File: config.mk
export PLATFORM = sky130hd
export DESIGN_NAME = sile_ctrl
export DESIGN_NICKNAME = d
export VERILOG_FILES = /design/src/hdl/sile_pkg.sv /design/src/hdl/sile_ctrl.sv
export SDC_FILE = /design/constraint.sdc
export NUM_CORES = 1
export LEC_CHECK = 0
export BUFFER_PORTS_ARGS = -buffer_cell sky130_fd_sc_hd__buf_2
export CORE_AREA = 2 2 39 41
export DETAILED_ROUTE_END_ITERATION = 8
export DIE_AREA = 0 0 41 43
export GPL_ROUTABILITY_DRIVEN = 0
export PLACE_DENSITY_LB_ADDON = 0.1
export SYNTH_ARGS = -nofsm -noshare
export SYNTH_HDL_FRONTEND = slang
export SYNTH_SLANG_ARGS = --single-unit
export TNS_END_PERCENT = 10
File: constraint.sdc
create_clock -name clk_i -period 1.4 [get_ports clk_i]
set_clock_uncertainty 0.1 [all_clocks]
set_input_delay 0.14 -clock clk_i [delete_from_list [all_inputs] [get_ports clk_i]]
set_output_delay 0.14 -clock clk_i [all_outputs]
set_load 0.005 [all_outputs]
File: src/hdl/sile_pkg.sv
`timescale 1ns / 1ps
// sile_pkg: shared types and constants of the sorted index list engine
// depends on nothing

package sile_pkg;

  localparam int CAPACITY = 256;
  localparam int SLOT_W   = $clog2(CAPACITY);
  localparam int COUNT_W  = $clog2(CAPACITY + 1);
  localparam int KEY_W    = 32;
  localparam int COL_W    = 31;
  localparam int LVL_W    = 16;
  localparam int VAL_W    = 64;
  localparam int LIVE_W   = 8;

  localparam logic [KEY_W-1:0] KEY_TOP  = 32'h7FFF_FFFF;
  localparam logic [KEY_W-1:0] KEY_DEAD = 32'hFFFF_FFFF;

  typedef enum logic [2:0] {
    OP_RESET  = 3'd0,
    OP_INSERT = 3'd1,
    OP_UPDATE = 3'd2,
    OP_NEXT   = 3'd3,
    OP_LOWER  = 3'd4,
    OP_REWIND = 3'd5,
    OP_DELETE = 3'd6,
    OP_NOP    = 3'd7
  } op_e;

  typedef enum logic [1:0] {
    ST_OK     = 2'd0,
    ST_FULL   = 2'd1,
    ST_ABSENT = 2'd2
  } status_e;

  typedef enum logic [2:0] {
    S_IDLE,
    S_START,
    S_READ,
    S_EVAL,
    S_WR_LINK,
    S_WR_PREV,
    S_FIN
  } state_e;

  typedef enum logic [2:0] {
    A_NONE,
    A_LOAD,
    A_START,
    A_READ,
    A_EVAL,
    A_WR_LINK,
    A_WR_PREV,
    A_FIN
  } action_e;

  typedef enum logic [2:0] {
    M_SCAN,
    M_INS,
    M_DEL,
    M_ITER_LINK,
    M_ITER_ENTRY
  } mode_e;

  typedef struct packed {
    logic more;
    logic wr;
    logic out_busy;
  } dp_stat_t;

endpackage

File: src/hdl/sile_ctrl.sv
`timescale 1ns / 1ps
// sile_ctrl: sequencing state machine of the sorted index list engine
// depends on sile_pkg

module sile_ctrl import sile_pkg::*; (
  input  logic     clk_i,
  input  logic     rst_ni,
  input  logic     in_valid_i,
  output logic     in_ready_o,
  input  dp_stat_t stat_i,
  output action_e  act_o
);

  state_e state_q, state_d;

  always_ff @(posedge clk_i or negedge rst_ni) begin
    if (!rst_ni) begin
      state_q <= S_IDLE;
    end else begin
      state_q <= state_d;
    end
  end

  always_comb begin
    state_d = state_q;
    unique case (state_q)
      S_IDLE:    if (in_valid_i) state_d = S_START;
      S_START:   state_d = stat_i.more ? S_READ : S_FIN;
      S_READ:    state_d = S_EVAL;
      S_EVAL: begin
        if (stat_i.more) state_d = S_READ;
        else if (stat_i.wr) state_d = S_WR_LINK;
        else state_d = S_FIN;
      end
      S_WR_LINK: state_d = S_WR_PREV;
      S_WR_PREV: state_d = S_FIN;
      S_FIN:     if (!stat_i.out_busy) state_d = S_IDLE;
      default:   state_d = S_IDLE;
    endcase
  end

  always_comb begin
    act_o      = A_NONE;
    in_ready_o = 1'b0;
    unique case (state_q)
      S_IDLE: begin
        in_ready_o = 1'b1;
        if (in_valid_i) act_o = A_LOAD;
      end
      S_START:   act_o = A_START;
      S_READ:    act_o = A_READ;
      S_EVAL:    act_o = A_EVAL;
      S_WR_LINK: act_o = A_WR_LINK;
      S_WR_PREV: act_o = A_WR_PREV;
      S_FIN:     if (!stat_i.out_busy) act_o = A_FIN;
      default:   act_o = A_NONE;
    endcase
  end

endmodule

# == Word-level counts from Yosys, hierarchy flattened ==
# Index checks and enable logic that the tools add are counted.
# totals
reg_bits,3
elab_cells,21
in_bits,6
output_inout_bits,4
# op_classes
eq_ne,8
mux,10
reduce_logical,2
# ops
operator,count
$pmux W3 S7,2
$mux W3,5
$eq A3 B3 Y1 const B,3
$eq A3 B2 Y1 const B,2
$ne A2 B2 Y1 const B,2
$eq A3 B1 Y1 const B,1
$logic_not A3 Y1,1
$mux W1,2
$mux W2,1
$reduce_and A2 Y1,1

# == Longest topological paths before layout ==
# logic_depth
word_depth,3
mapped_depth,3
ltp_nobuf,2

# == Worst setup path before layout ==
# No wires, ideal clock.
# synth_path
path_kind,reg-to-reg
from,reg state_q[1]
to,reg state_q[1]
slack_ns,0.280
arrival_time_ns,0.894
setup_ns,0.126
required_ns,1.174
path_buffers,1
period_less_slack_ns,1.120
path_stages_with_launch,4
cell_sequence,dfrtp_1 > buf_6 > nor2b_4 > a221o_1
# synth_via
elab_chain_len,3
elab_cells_between_ends,11
classes_between,eq/ne: 8; mux: 1; reduce/logical: 2
# synth_lines
element,line,rtl
start: declaration,sile_ctrl.sv:14,"state_e state_q, state_d;"
start signal: assignment,sile_ctrl.sv:20,state_q <= state_d;
$eq A3 B3 Y1 / $logic_not A3 Y1 (equally long branches),sile_ctrl.sv:26,unique case (state_q)
$ne A2 B2 Y1 (no line),n/a,
$reduce_and A2 Y1 (no line),n/a,
# Several ways; a longest one is shown, not always the timed one.
# A chain may end at the register's enable or synchronous reset.

# == Final worst setup path ==
# layout_path
from,reg state_q[1]
to,out act_o[2]
# layout_via
elab_chain_len,2
elab_cells_between_ends,8
classes_between,eq/ne: 6; mux: 1; reduce/logical: 1
# layout_lines
element,line,rtl
"$eq A3 B3 Y1, or another cell as far along",sile_ctrl.sv:45,unique case (state_q)
$pmux W3 S7 *,sile_ctrl.sv:45,
end: declaration,sile_ctrl.sv:11,output action_e act_o
# Mark *: on every way between the ends. The rest lies on a longest branch, timed or not.

==> impl_metrics.py <==
metrics = {
    "status": {
        "status": "finished, violations left",
        "violations": "negative setup slack",
    },
    "logic_synthesis": {
        "yosysWarnings": 0,
        "synth_area_leaders": "dfrtp_1 35%, nor2b_1 8.7%, nor2b_4 6.4%",
        "async_flop_share_pct": 100,
        "syn_nets": 28,
        "ys_seq_elements": 3,
        "syn_area_per_cell_sq_um": 9.84,
        "synth_ff_type": "dfrtp_1",
        "synth_top_area_share_pct": 34.7,
        "postSynthCellCount": 22,
        "synth_edf_count": 0,
        "synth_commonest_cells": "3 x dfrtp_1, 3 x nor2b_1, 2 x nor3_1",
        "yosysTopAreaCell": "dfrtp_1",
        "synth_seq_area_share_pct": 34.7,
        "yosysUniqueCellTypes": 17,
        "syn_area_sq_um": 216,
    },
    "floorplanning": {
        "die_x_microns": 41,
        "die_height_microns": 43,
        "row_count": 14,
        "die_area_sq_mm": 0.00176,
        "start_util_pct": 15.6,
        "ios": 10,
        "core_sq_mm": 0.00138,
    },
    "route": {
        "avgRoutedWirePerCell_microns": 10.9,
        "viasPerCell": 4.00,
        "via_count": 228,
        "drt_wl_total_microns": 620,
        "drt_pass1_iterations": 2,
        "antenna_left": 0,
        "drc_errors": 0,
        "drt_iter0_drc": 5,
    },
    "run": {
        "maxCapViolCount": 0,
    },
    "pwr": {
        "pwr_density_cell_mw_per_mm2": 2490,
        "leakage_nw": 0.176,
        "vdd_drop_max_v": 0.000878,
    },
    "sta": {
        "worst_slack_ps": -5.95,
        "layout_min_cycle_time_ps": 1410,
        "finalSetupViolCount": 1,
        "rsz0062_at_grt": "true",
        "fmax_mhz": 711,
        "hold_viol_final": 0,
        "post-route-period-util_pct": 100,
        "worst_pin_slew_ps": 203,
        "slew_headroom_pct": 86.4,
        "maxSlewViolCount": 0,
    },
    "worst_setup_path": {
        "crit_required_ps": 1160,
        "crit_path_max_fanout": 8,
        "startpoint_type": "register",
        "path_class": "reg2out",
        "arrival_ps": 1170,
        "cp-end-kind": "output port",
    },
    "global_route": {
        "grt_usage_pct": 8.14,
        "grt_start_max_net_pins": 11,
        "grt_pass1_vias": 223,
        "grt_overflow_total": 0,
        "grt_pass1_wl_microns": 938,
        "antenna_found_initial": 0,
    },
    "final_layout": {
        "top_regs": "state_q: 3 flops",
        "largest_register": "state_q",
        "nNetsFinal": 48,
        "area_delta_synth_final_pct": 79.8,
        "final_common_cell": "buf_2",
        "drive_gt1_share_pct": 68.3,
        "final_util_pct": 28.1,
        "diodes": 0,
        "largest_reg_flops": 3,
        "layout.cells.non_filler": 57,
        "final_cell_mix": "8 x buf_2, 6 x buf_4, 3 x nor2b_1, 3 x clkbuf_4, 3 x dfrtp_2",
    },
    "clock_network": {
        "cts_sinks": 3,
        "numCtsBuffers": 3,
        "root_buffer": "clkbuf_4",
        "cts_tree": "built",
        "cts.htree.levels": 1,
        "clock_path_buffers": 2,
        "clkTransAtPathRegs_ps": 40,
        "worstSkewPairLatency_ps": 230,
    },
    "place": {
        "place_inst": 45,
        "port_buffers": 9,
        "dpl.hpwl_microns": 350,
    },
    "worst_hold_path": {
        "holdCritPathClass": "in2async",
    },
}
==> what timing repair did <==
action	in CTS	in global routing
endpoints found under the hold margin	3	0
gates cloned	0	0
setup endpoints to repair	3	3
hold buffers	1	0
pin swaps	0	0
setup buffers	3	4
resized for setup	7	4
==> logic make-up (layout without fill, tap and decap cells) <==
logic type             Yosys count  count (layout)  share of synthesized area, %
buffers and inverters            2              21                          8.67
AOI/OAI and AO/OA                6               6                          22.5
DFF                              3               3                          34.7
and+or+nand+nor                 11              11                          34.1
==> final cells by class <==
type / instances / area [sq um]
clock buffers: 4 / 26.3
well taps: 16 / 20.0
flip-flops and latches: 3 / 78.8
multi-input cells: 17 / 146
fillers: 147 / 995
repair buffers: 17 / 118
==> per-stage QoR <==
step	hold slack [ps]	setup TNS, ps	setup slack, ps	instance area, sq um	total power [mW]
final	130	-5.95	-5.95	389	0.971
after global routing	137	-143	-50.4	389	1.06
after CTS	126	-14.7	-14.7	342	0.821
after detailed placement	-163	0	158	263	0.541
after global placement	-164	0	161	263	0.549
after floorplan	-256	0	280	216	0.475
==> worst max-delay path: stages, from the launching register on <==
cell and delay [ps]:
dfrtp_2 460, nor2b_4 150, a22o_4 210, buf_6 110
==> routing by layer <==
layer	share of wire [%]	GRT usage (%)
met1	42	11.0
met2	54	10.0
met3	4.2	1.57
met4	0	8.00
met5	0	0
==> where the power goes <==
group | total (mW) | internal, mW | switching, mW
clock | 0.152 | 0.107 | 0.0448
sequential | 0.244 | 0.143 | 0.102
combinational | 0.575 | 0.384 | 0.191
==> worst paths after layout <==
path | start | endpoint | slack, ps | depth (start not counted)
hold / removal | rst_ni | state_q[1]$_DFFE_PN0P_ | 130 | 2
max in group asynchronous | rst_ni | state_q[2]$_DFFE_PN0P_ | 950 | 2
min in group clk_i | stat_i[2] | state_q[2]$_DFFE_PN0P_ | 130 | 3
hold reg to reg | state_q[0]$_DFFE_PN0P_ | state_q[0]$_DFFE_PN0P_ | 460 | 1
setup / recovery | state_q[1]$_DFFE_PN0P_ | act_o[2] | -6 | 3
setup reg to reg | state_q[1]$_DFFE_PN0P_ | state_q[1]$_DFFE_PN0P_ | 140 | 3
Note: power is estimated with default switching activity, not from simulation.
